<file path="config.mk">
export PLATFORM = sky130hd
export DESIGN_NAME = fts_ctrl
export DESIGN_NICKNAME = d
export VERILOG_FILES = /design/src/rtl/fts_pkg.sv /design/src/rtl/fts_ctrl.sv
export SDC_FILE = /design/constraint.sdc
export NUM_CORES = 1
export LEC_CHECK = 0
export BUFFER_PORTS_ARGS = -buffer_cell sky130_fd_sc_hd__buf_2
export CAP_MARGIN = 20
export CORE_AREA = 2 2 39 41
export DETAILED_ROUTE_END_ITERATION = 10
export DIE_AREA = 0 0 41 43
export PLACE_DENSITY_LB_ADDON = 0.12
export SYNTH_ARGS = -nofsm -noshare
export SYNTH_HDL_FRONTEND = slang
export SYNTH_SLANG_ARGS = --single-unit
</file>
<file path="constraint.sdc">
create_clock -name clk -period 1.3 [get_ports clk]
set_input_delay 0.13 -clock clk [delete_from_list [all_inputs] [get_ports clk]]
set_output_delay 0.13 -clock clk [all_outputs]
set_load 0.02 [all_outputs]
</file>
<file path="src/rtl/fts_pkg.sv">
// fts_pkg: shared types and constants for the frame-time percentile summary
// holds the controller command/status structs, the state enum and rank constants
// no dependencies
package fts_pkg;

	// width of every time field on the ports
	localparam int unsigned OUT_W = 32;

	// quantile numerators over 100 and the ceiling bias
	localparam int unsigned Q50      = 50;
	localparam int unsigned Q95      = 95;
	localparam int unsigned Q99      = 99;
	localparam int unsigned RANK_DEN = 100;
	localparam int unsigned RANK_BIAS = 99;
	localparam int unsigned Q_W      = 7;

	// divide by 100 as multiply by ceil(2^30/100) and shift, exact below about 2^23
	localparam int unsigned       RCP_SH = 30;
	localparam int unsigned       RCP_W  = 24;
	localparam logic [RCP_W-1:0]  RCP_K  = 24'd10737419;

	// number of order-statistic selectors: best, p50, p95, p99, worst
	localparam int unsigned NSEL    = 5;
	localparam int unsigned SEL_MIN = 0;
	localparam int unsigned SEL_P50 = 1;
	localparam int unsigned SEL_P95 = 2;
	localparam int unsigned SEL_P99 = 3;
	localparam int unsigned SEL_MAX = 4;

	typedef enum logic [2:0] {
		ST_LOAD,
		ST_DIV_GO,
		ST_DIV_WAIT,
		ST_SEL_GO,
		ST_SEL_WAIT,
		ST_EMIT
	} state_t;

	typedef struct packed {
		logic    load;
		logic    div_start;
		logic    sel_start;
		logic    emit;
	} ctrl_cmd_t;

	typedef struct packed {
		logic div_done;
		logic sel_done;
	} dp_status_t;

endpackage

</file>
<file path="src/rtl/fts_ctrl.sv">
// fts_ctrl: run sequencer for load, mean divide, selection passes and result strobe
// depends on fts_pkg
module fts_ctrl import fts_pkg::*; (
	input  logic       clk,
	input  logic       arst_n,
	input  logic       start,
	input  logic       run_end,
	input  dp_status_t status,
	output ctrl_cmd_t  cmd,
	output logic       busy,
	output logic       done
);

	state_t  state_q, state_nx;
	logic    accept;

	assign accept = start && (state_q == ST_LOAD);

	// state register
	always_ff @(posedge clk or negedge arst_n) begin
		if (!arst_n) begin
			state_q <= ST_LOAD;
		end else begin
			state_q <= state_nx;
		end
	end

	// next state
	always_comb begin
		state_nx = state_q;
		unique case (state_q)
			ST_LOAD:     if (accept && run_end) state_nx = ST_DIV_GO;
			ST_DIV_GO:   state_nx = ST_DIV_WAIT;
			ST_DIV_WAIT: if (status.div_done) state_nx = ST_SEL_GO;
			ST_SEL_GO:   state_nx = ST_SEL_WAIT;
			ST_SEL_WAIT: if (status.sel_done) state_nx = ST_EMIT;
			ST_EMIT:     state_nx = ST_LOAD;
			default:     state_nx = ST_LOAD;
		endcase
	end

	// outputs
	always_comb begin
		cmd           = '0;
		cmd.load      = accept;
		cmd.div_start = state_q == ST_DIV_GO;
		cmd.sel_start = state_q == ST_SEL_GO;
		cmd.emit      = state_q == ST_EMIT;
		busy          = state_q != ST_LOAD;
		done          = state_q == ST_EMIT;
	end

endmodule

</file>
==> results of run 1 <==
critical path: cells and delay by family, from the launching register on:
family	cells	cell delay, ns
buffers and inverters	1	0.12
flip-flops	1	0.37
AND/OR/NAND/NOR	2	0.49
cell families after synthesis:
kind of cell / share of synthesized area [%]
buf+inv: 14.3
flops: 35.7
xor+xnor: 4.17
compound gates: 10.7
simple gates: 35.1
per-layer routing:
layer / up-vias / routed length (um) / GRT usage, %
met5: - / 0 / 0
met4: 0 / 0 / 4.00
met3: 0 / 17 / 3.14
met2: 6 / 238 / 7.81
met1: 90 / 193 / 6.47
li1: 99 / - / -
through the flow:
step	area, um^2	utilization [%]	std cells	worst slack (ns)
after global placement	282	20.3	47	0.187
after detailed placement	282	20.3	47	0.182
final	368	26.6	53	-0.0388
after global routing	368	26.6	53	-0.0768
after CTS	337	24.3	53	-0.0437
after floorplan	210	-	20	0.0953
cell type report:
cell class | instances | area [um^2]
clock buffer | 4 | 26.3
fill | 155 | 1020
inverter | 1 | 3.75
multi-input combinational | 13 | 115
sequential | 3 | 75.1
tap | 16 | 20.0
timing repair buffer | 16 | 128
cell usage after synthesis, drive strengths merged:
cell    instances  area, um^2
a21o            1        8.76
a21oi           1        5.00
a221oi          1        8.76
and3b           2        20.0
buf             3        26.3
dfrtp           3        75.1
inv             1        3.75
nand2b          1        13.8
nand3b          1        7.51
nor2            3        13.8
nor3b           1        7.51
or3             1        11.3
xnor2           1        8.76
repair_timing:
item	in CTS	in global routing
resized for setup	3	9
setup endpoints to repair	3	6
buffers inserted	1	0
hold buffers	1	0
pin swaps	0	0
hold endpoints to repair	3	0
worst max-delay path by stage:
| stage | startpoint | endpoint | slack, ns | depth (start not counted) |
|---|---|---|---|---|
| 2_1_floorplan | state_q[2] | cmd[3] | 0.1 | 3 |
| 4_1_cts | state_q[2] | cmd[3] | -0.04 | 3 |
| 3_5_place_dp | state_q[1] | cmd[3] | 0.18 | 3 |
| 5_1_grt | state_q[2] | cmd[3] | -0.08 | 3 |
| 6_report | state_q[2] | cmd[3] | -0.04 | 3 |
| 3_3_place_gp | state_q[2] | cmd[3] | 0.19 | 3 |
power groups by stage:
stage | logic (mW) | registers [mW] | clock network (mW)
2_1_floorplan | 0.314 | 0.167 | 0
3_3_place_gp | 0.414 | 0.165 | 0
3_5_place_dp | 0.411 | 0.165 | 0
4_1_cts | 0.472 | 0.156 | 0.168
5_1_grt | 0.562 | 0.167 | 0.172
6_report | 0.516 | 0.161 | 0.161
==> summary.txt, run 1 <==
Detailed routing
  • Residual DRC: 0
  • Via count: 195
  • DRT antenna net count: 0
  • Vias per cell: 3.68
  • DRT Pass-1 Iters: 2
  • DR WL/cell: 8.47 um
  • DRT Wirelength: 449 um
  • Initial DRC count: 2

Logic synthesis
  • Post-synthesis sequential area ratio: 35.7%
  • Synth cell types: 15
  • Synth Area per Inst: 10.5 um^2
  • Number of synthesized register bits: 3
  • YS warnings: 0
  • Mapped Area: 210 um^2
  • Syn Nets: 26
  • Syn Inst Count: 20

STA
  • Final setup fails: 2
  • Clock Skew: 0.000232 ns
  • Hold WS: 0.187 ns
  • Final Hold Fails: 0
  • Highest clock rate: 747 MHz
  • Max Slew Vio Count: 0
  • Setup TNS Final: -0.0393 ns
  • Slew headroom: 83.1%
  • Worst slew pin tran: 0.254 ns
  • Tcrit/Tclk final: 103%
  • Final min period: 1.34 ns
  • RSZ-0062 raised after global routing: true
  • Final worst setup slack: -0.0388 ns

Cells and area
  • Commonest cells after routing, fill and taps aside: buf_2 (7), buf_6 (6), clkbuf_4 (3), dfrtp_1 (3)
  • Largest registers: state_q (3)
  • Ratio of cells with drive above 1 in the final layout: 67.6%
  • Max reg flops: 3
  • Antenna Cells: 0
  • Biggest register: state_q
  • Layout area overhead: 75.0%
  • Commonest non-fill, non-tap cell in the layout: buf_2
  • Final net count: 44

GRT
  • First-pass GRT wire length: 669 um
  • GRT Overall Usage: 5.73%
  • Vias in the first global route: 198
  • Largest net degree at the start of global routing: 8
  • Initial antenna violation count: 0
  • Total gr overflow: 0

Critical path
  • Reg2reg end: state_q[0]
  • Worst r2r path cells: 3
  • Worst setup EP type: output pin
  • Crit-path max cell delay: 0.40 ns
  • Data required time of the worst path: 1.17 ns
  • Setup crit start kind: flop
  • CP Cell Sequence: or3_4 > nor2_4 > buf_6
  • Reg-to-reg setup timing slack: 0.24 ns
  • Crit-path slowest cell: or3_4
  • CP arrival: 1.21 ns
  • Critical Path Fanout Max: 2
  • Reg2reg start: state_q[1]
  • WS Path Type: reg -> out

Power and ir drop
  • Leak: 0.186 nW
  • Areal power density over the cells: 2270 mW/mm^2
  • Sw Pwr: 0.308 mW
  • Combinational fraction of design power: 61.6%
  • Tot Pwr: 0.837 mW
  • Net Sw Frac: 36.8%
  • Peak supply drop: 0.000668 V
  • Clk network pwr share: 19.2%
  • Internal power: 0.529 mW
  • Sequential Power Share: 19.2%

Floorplanning
  • Die width: 41 um
  • IO Count: 12
  • Die extent in y: 43 um
  • Rows: 14
  • Die ar.: 0.00176 mm^2
  • Starting Density: 15.2%
  • Core Box Area: 0.00138 mm^2

Clocking
  • TritonCTS clock tree: yes
  • Clock Tree Buf Depth: 2
  • Root Driver: clkbuf_4
  • Cts bufs inserted: 3
  • Clock-pin slew on the worst setup and hold paths: 0.04 ns
  • Worst-Skew Late Latency: 0.23 ns
  • CTS Sinks: 3
  • H-tree depth: 1

Worst hold path
  • Hold depth: 3
  • Hold path endpoint: state_q[0]
  • Hold Crit Class: in -> reg
  • HP Start: run_end

Run
  • Max Cap Viol: 0

Placed design
  • Global placement routability congestion: 0.610
  • PortBufs: 11

Outcome
  • Status: finished, violations left
  • Violated checks: negative setup slack
Note: power is estimated with default switching activity, not from simulation.
==> run 2, diff against run 1 <==
Settings changed: ABC_AREA from default to 1.
==> summary.txt, run 2 <==
Outcome
  • Status: finished clean

Floorplanning
  • Rows: 14 (unchanged)
  • Die ar.: 0.00176 mm^2 (unchanged)
  • Die extent in y: 43 um (unchanged)
  • IO Count: 12 (unchanged)
  • Starting Density: 14.4% (-0.81 points)
  • Core Box Area: 0.00138 mm^2 (unchanged)
  • Die width: 41 um (unchanged)

Critical path
  • Worst setup EP type: output pin
  • Critical Path Fanout Max: 5 (+3)
  • Worst r2r path cells: 4 (+1)
  • CP endpoint: cmd[3]
  • Reg2reg end: state_q[0]
  • Data required time of the worst path: 1.17 ns (about the same)
  • Reg2reg start: state_q[0]
  • Setup crit start: state_q[0]
  • WS Path Type: reg -> out
  • Reg-to-reg setup timing slack: 0.37 ns (+0.13 ns)
  • Setup crit start kind: flop
  • CP arrival: 1.11 ns (-0.10 ns)

STA
  • Final setup fails: 0 (-2)
  • Max Slew Vio Count: 0 (unchanged)
  • Final Hold Fails: 0 (unchanged)
  • Highest clock rate: 804 MHz (+7.6%)
  • Final min period: 1.24 ns (-0.0946 ns)
  • RSZ-0062 raised after global routing: true
  • Slew headroom: 90.1% (+7.0 points)
  • Worst slew pin tran: 0.147 ns (-0.106 ns)
  • Tcrit/Tclk final: 95.7% (-7.3 points)
  • Final worst setup slack: 0.0558 ns (+0.0946 ns)
  • Clock Skew: 0.00155 ns (+0.00132 ns)
  • Hold WS: 0.219 ns (+0.0314 ns)

Logic synthesis
  • Main combinational cell family by area after synthesis: simple AND/OR/NAND/NOR gates
  • Share of the synthesized area in the top cell type: 37.7% (+2.0 points)
  • YS warnings: 0 (unchanged)
  • Post-synthesis mux area share: 0% (unchanged)
  • Main area contributors after synthesis: dfrtp_1 (38%), nor2_1 (13%), nand2_1 (11%), nand3_1 (7.5%), buf_4 (7.5%)
  • Syn Nets: 36 (+38%)
  • Post-Synth XOR/XNOR Area: 0% (-4.2 points)
  • Number of synthesized register bits: 3 (unchanged)
  • Top FF cell, synth: dfrtp_1
  • Asr flop ratio synth: 100% (unchanged)
  • Number of flops mapped to enable cells by yosys: 0 (unchanged)
  • Simple-gate share of the synthesized area: 42.8% (+7.6 points)
  • Synth Area per Inst: 6.63 um^2 (-37%)
  • Post-synthesis sequential area ratio: 37.7% (+2.0 points)
  • Yosys top cell by area: dfrtp_1
  • Count leader, synth: nor2_1
  • Post-synth top cells: nor2_1 (7), nand2_1 (6), inv_1 (4)
  • Synth cell types: 10 (-5)
  • Syn Inst Count: 30 (+50%)
  • Adder-cell share of the synthesized area: 0% (unchanged)
  • Area fraction in compound gates after synthesis: 2.52% (-8.2 points)
  • Mapped Area: 199 um^2 (-5.4%)

Worst hold path
  • Hold Crit Class: in -> async

Placed design
  • Dpl cells: 55 (+17%)
  • DP HPWL: 376 um
  • Dpl ws: 0.243 ns (+0.0604 ns)
  • Global placement routability congestion: 0.642 (+5.3%)
  • PortBufs: 11 (unchanged)

Power and ir drop
  • Combinational fraction of design power: 51.8% (-9.8 points)
  • Leak: 0.171 nW (-8.4%)
  • Peak supply drop: 0.000573 V (-14%)
  • Sw Pwr: 0.374 mW (+21%)
  • Net Sw Frac: 46.8% (+10 points)
  • Clk network pwr share: 20.1% (+0.9 points)
  • Sequential Power Share: 28.1% (+8.9 points)
  • Internal power: 0.424 mW (-20%)
  • Areal power density over the cells: 2520 mW/mm^2 (+11%)

GRT
  • Largest net degree at the start of global routing: 8 (unchanged)
  • Met1 usage: 6.47% (unchanged)
  • Initial antenna violation count: 0 (unchanged)
  • Met3 Use GR: 1.57% (-1.6 points)
  • Global routing usage on met2: 8.44% (+0.63 points)
  • First-pass GRT wire length: 662 um (-1.0%)
  • GRT Overall Usage: 6.24% (+0.50 points)
  • Total gr overflow: 0 (unchanged)
  • Grt peak-use layer: met2
  • Vias in the first global route: 176 (-11%)

Clocking
  • CTS Sinks: 3 (unchanged)
  • Root Driver: clkbuf_4
  • Clock Tree Buf Depth: 2 (unchanged)
  • Cts bufs inserted: 3 (unchanged)
  • H-tree depth: 1 (unchanged)
  • Worst-Skew Late Latency: 0.23 ns (about the same)
  • TritonCTS clock tree: yes
  • Clock-pin slew on the worst setup and hold paths: 0.04 ns (about the same)

Cells and area
  • Commonest cells after routing, fill and taps aside: buf_2 (10), nor2_1 (7), nand2_1 (5)
  • Fill cells: 174 (+12%)
  • Final net count: 52 (+18%)
  • Layout area overhead: 59.1%
  • Max reg flops: 3 (unchanged)
  • Ratio of cells with drive above 1 in the final layout: 48.9% (-19 points)
  • Final instance count without filler cells: 61 (+15%)
  • Antenna Cells: 0 (unchanged)
  • Biggest register: state_q
  • Commonest non-fill, non-tap cell in the layout: buf_2
  • Largest registers: state_q (3)
  • Area of the multi-input gates: 97.6 um^2 (-15%)
  • Fin util: 22.9% (-3.7 points)
  • Register area: 78.8 um^2 (+5.0%)

Detailed routing
  • Via count: 223 (+14%)
  • Vias per cell: 3.66 (-0.64%)
  • DRT Pass-1 Iters: 1 (-1)
  • DR WL/cell: 7.52 um (-11%)
  • Residual DRC: 0 (unchanged)
  • DRT Wirelength: 459 um (+2.2%)
  • Initial DRC count: 0 (-2)
  • DRT antenna net count: 0 (unchanged)

Run
  • Max Cap Viol: 0 (unchanged)
## run 2: power by group through the flow
stage / logic, mW / registers, mW / clock network, mW
2_1_floorplan: 0.297 / 0.202 / 0
3_3_place_gp: 0.384 / 0.215 / 0
3_5_place_dp: 0.379 / 0.217 / 0
4_1_cts: 0.387 / 0.220 / 0.173
5_1_grt: 0.468 / 0.236 / 0.180
6_report: 0.413 / 0.224 / 0.161
## run 2: kinds of logic after synthesis
logic type | count (synthesis)
AOI/OAI and AO/OA | 1
buffers and inverters | 7
DFF | 3
and+or+nand+nor | 19
## run 2: per-stage QoR
step           power, mW  setup TNS (ns)  area, um^2
6_report           0.798               0         317
5_1_grt            0.884        -0.00705         317
4_1_cts            0.780               0         304
3_5_place_dp       0.597               0         264
3_3_place_gp       0.599               0         264
2_1_floorplan      0.499               0         204
## run 2: worst min-delay path by stage
stage,to,startpoint,depth (start not counted)
after CTS,state_q[0],arst_n,2
after global placement,state_q[2],arst_n,1
after global routing,state_q[0],arst_n,2
after floorplan,state_q[0],arst_n,0
after detailed placement,state_q[2],arst_n,1
final,state_q[0],arst_n,2
## run 2: per-layer routing
layer  vias to the layer above  routed length (um)
li1                        119                   -
met1                        97                 162
met2                         7                 254
met3                         0                  43
met4                         0                   0
met5                         -                   0
## run 2: critical path: stages, from the launching register on
cell     delay [ns]
dfrtp_2        0.43
nor2_4         0.17
nand2_2        0.06
nor2_1         0.08
buf_4          0.14
## run 2: cell type report
cell class / instances / area share (%)
tap: 16 / 6.32
inverter: 5 / 5.93
sequential: 3 / 24.9
clock buffer: 4 / 8.30
multi-input combinational: 20 / 30.8
timing repair buffer: 13 / 23.7
## run 2: repair_timing
action | 4_1_cts | 5_1_grt
hold endpoints to repair | 3 | 0
buffers inserted | 0 | 1
hold buffers | 1 | 0
pin swaps | 1 | 1
gates resized for setup | 2 | 3
endpoints found under the setup margin | 1 | 4
==> run 3, diff against run 2 <==
Settings changed: SETUP_SLACK_MARGIN from default to 0.15.
==> summary.txt, run 3 (synthesized netlist as in run 2, its figures left out) <==
Clocking
  • TritonCTS clock tree: yes
  • Cts bufs inserted: 3 (unchanged)
  • Clock Tree Buf Depth: 2 (unchanged)
  • CTS Sinks: 3 (unchanged)
  • Clock-pin slew on the worst setup and hold paths: 0.04 ns (about the same)
  • H-tree depth: 1 (unchanged)
  • Root Driver: clkbuf_4
  • Worst-Skew Late Latency: 0.23 ns (about the same)

Critical path
  • Setup crit start kind: flop
  • Data required time of the worst path: 1.17 ns (about the same)
  • Worst setup EP type: output pin
  • Reg-to-reg setup timing slack: 0.29 ns (-0.08 ns)
  • CP arrival: 1.07 ns (-0.04 ns)
  • CP Cell Sequence: nor2_4 > nand2_2 > nor2_1 > buf_4
  • Crit-path max cell delay: 0.46 ns (+0.03 ns)
  • Critical Path Fanout Max: 5 (unchanged)
  • Worst r2r path cells: 5 (+1)
  • Crit-path slowest cell: dfrtp_2
  • WS Path Type: reg -> out

Detailed routing
  • DR WL/cell: 7.92 um (+5.2%)
  • Met1 Routed Length: 183 um (+13%)
  • Via count: 234 (+4.9%)
  • Vias per cell: 3.77 (+3.2%)
  • Initial DRC count: 3 (+3)
  • DR WL met2: 252 um (-0.79%)
  • DRT antenna net count: 0 (unchanged)
  • DRT Pass-1 Iters: 2 (+1)
  • Met3 wire length: 40 um (-7.0%)
  • Residual DRC: 0 (unchanged)
  • DR top layer: met4
  • DRT Wirelength: 491 um (+7.0%)

STA
  • RSZ-0062 raised after global routing: true
  • Setup TNS Final: 0 ns (unchanged)
  • Final Hold Fails: 0 (unchanged)
  • Tcrit/Tclk final: 92.5% (-3.3 points)
  • Max Slew Vio Count: 0 (unchanged)
  • Worst slew pin tran: 0.172 ns (+0.0242 ns)
  • Highest clock rate: 832 MHz (+3.5%)
  • Final min period: 1.20 ns (-0.0423 ns)
  • Final worst setup slack: 0.0980 ns (+0.0423 ns)
  • Clock Skew: 0.00117 ns (-0.000381 ns)
  • Hold WS: 0.216 ns (-0.00283 ns)
  • Final setup fails: 0 (unchanged)
  • Slew headroom: 88.4% (-1.7 points)

Worst hold path
  • Hold Crit Class: in -> async

Placed design
  • Dpl cells: 55 (unchanged)
  • Dpl ws: 0.230 ns (-0.0125 ns)
  • PortBufs: 11 (unchanged)
  • DP HPWL: 375 um (-0.35%)
  • Global placement routability congestion: 0.688 (+7.2%)

GRT
  • Largest net degree at the start of global routing: 6 (-2)
  • Initial antenna violation count: 0 (unchanged)
  • GRT Overall Usage: 7.54% (+1.3 points)
  • First-pass GRT wire length: 821 um (+24%)
  • Vias in the first global route: 209 (+19%)
  • Total gr overflow: 0 (unchanged)

Floorplanning
  • Core Box Area: 0.00138 mm^2 (unchanged)
  • Rows: 14 (unchanged)
  • Starting Density: 14.4% (unchanged)
  • Die ar.: 0.00176 mm^2 (unchanged)
  • Die extent in y: 43 um (unchanged)
  • IO Count: 12 (unchanged)
  • Die width: 41 um (unchanged)

Cells and area
  • Antenna Cells: 0 (unchanged)
  • Biggest register: state_q
  • Layout area overhead: 77.4%
  • Max reg flops: 3 (unchanged)
  • Ratio of cells with drive above 1 in the final layout: 54.3% (+5.5 points)
  • Commonest cells after routing, fill and taps aside: nor2_1 (7), buf_2 (6), nand2_1 (5), buf_4 (5)
  • Final net count: 53 (+1.9%)
  • Largest registers: state_q (3)
  • Final instance count without filler cells: 62 (+1.6%)
  • Commonest non-fill, non-tap cell in the layout: nor2_1

Outcome
  • Status: finished clean

Power and ir drop
  • Peak supply drop: 0.000758 V (+32%)
  • Areal power density over the cells: 2520 mW/mm^2 (about the same)
  • Leak: 0.182 nW (+6.4%)

Run
  • Max Cap Viol: 0 (unchanged)
## run 3: cell types whose count changed in the layout (fill, tap and decap cells not counted)
cell and change:
buf_2 -4, buf_4 +3, buf_6 +2, inv_1 -1, inv_2 +1, nor3_1 -1, nor3_4 +1
## run 3: metal layers
| metal | global-route usage, % | vias to the layer above |
|---|---|---|
| li1 | - | 120 |
| met1 | 7.42 | 103 |
| met2 | 10.6 | 9 |
| met3 | 3.14 | 2 |
| met4 | 8.00 | 0 |
| met5 | 0 | - |
## run 3: metrics by stage
| stage | utilization (%) | instance area, um^2 | power (mW) |
|---|---|---|---|
| 5_1_grt | 25.5 | 353 | 0.980 |
| 4_1_cts | 24.8 | 343 | 0.881 |
| 6_report | 25.5 | 353 | 0.890 |
| 3_5_place_dp | 19.5 | 270 | 0.620 |
| 3_3_place_gp | 19.5 | 270 | 0.619 |
| 2_1_floorplan | - | 210 | 0.517 |
## run 3: path summary, 6_finish.rpt
path / endpoint / from
worst max-delay path: cmd[3] / state_q[1]
worst max register to register: state_q[0] / state_q[1]
min in group clk: state_q[0] / status[0]
worst min-delay path: state_q[1] / arst_n
worst min register to register: state_q[1] / state_q[2]
max in group asynchronous: state_q[0] / arst_n
## run 3: cell type report
class	count	area (um^2)
Inverter	5	18.8
Clock buffer	4	26.3
Tap cell	16	20.0
Sequential cell	3	78.8
Multi-Input combinational cell	20	109
Fill cell	162	1030
Timing Repair Buffer	14	100
## run 3: worst max-delay path: cells and delay by family, from the launching register on
kind	cells	cell delay, ns
flops	1	0.46
simple gates	3	0.24
buf+inv	1	0.14
## run 3: repair_timing
item,in CTS,in global routing
buffers inserted,2,0
endpoints found under the setup margin,6,6
hold buffers,1,0
pin swaps,3,2
hold endpoints to repair,3,0
resized for setup,10,3
gates cloned,0,0
## run 3: where the power goes
group          internal [mW]  total, mW  switching (mW)
Sequential             0.148      0.231          0.0834
Clock                  0.115      0.163          0.0481
Combinational          0.212      0.495           0.283
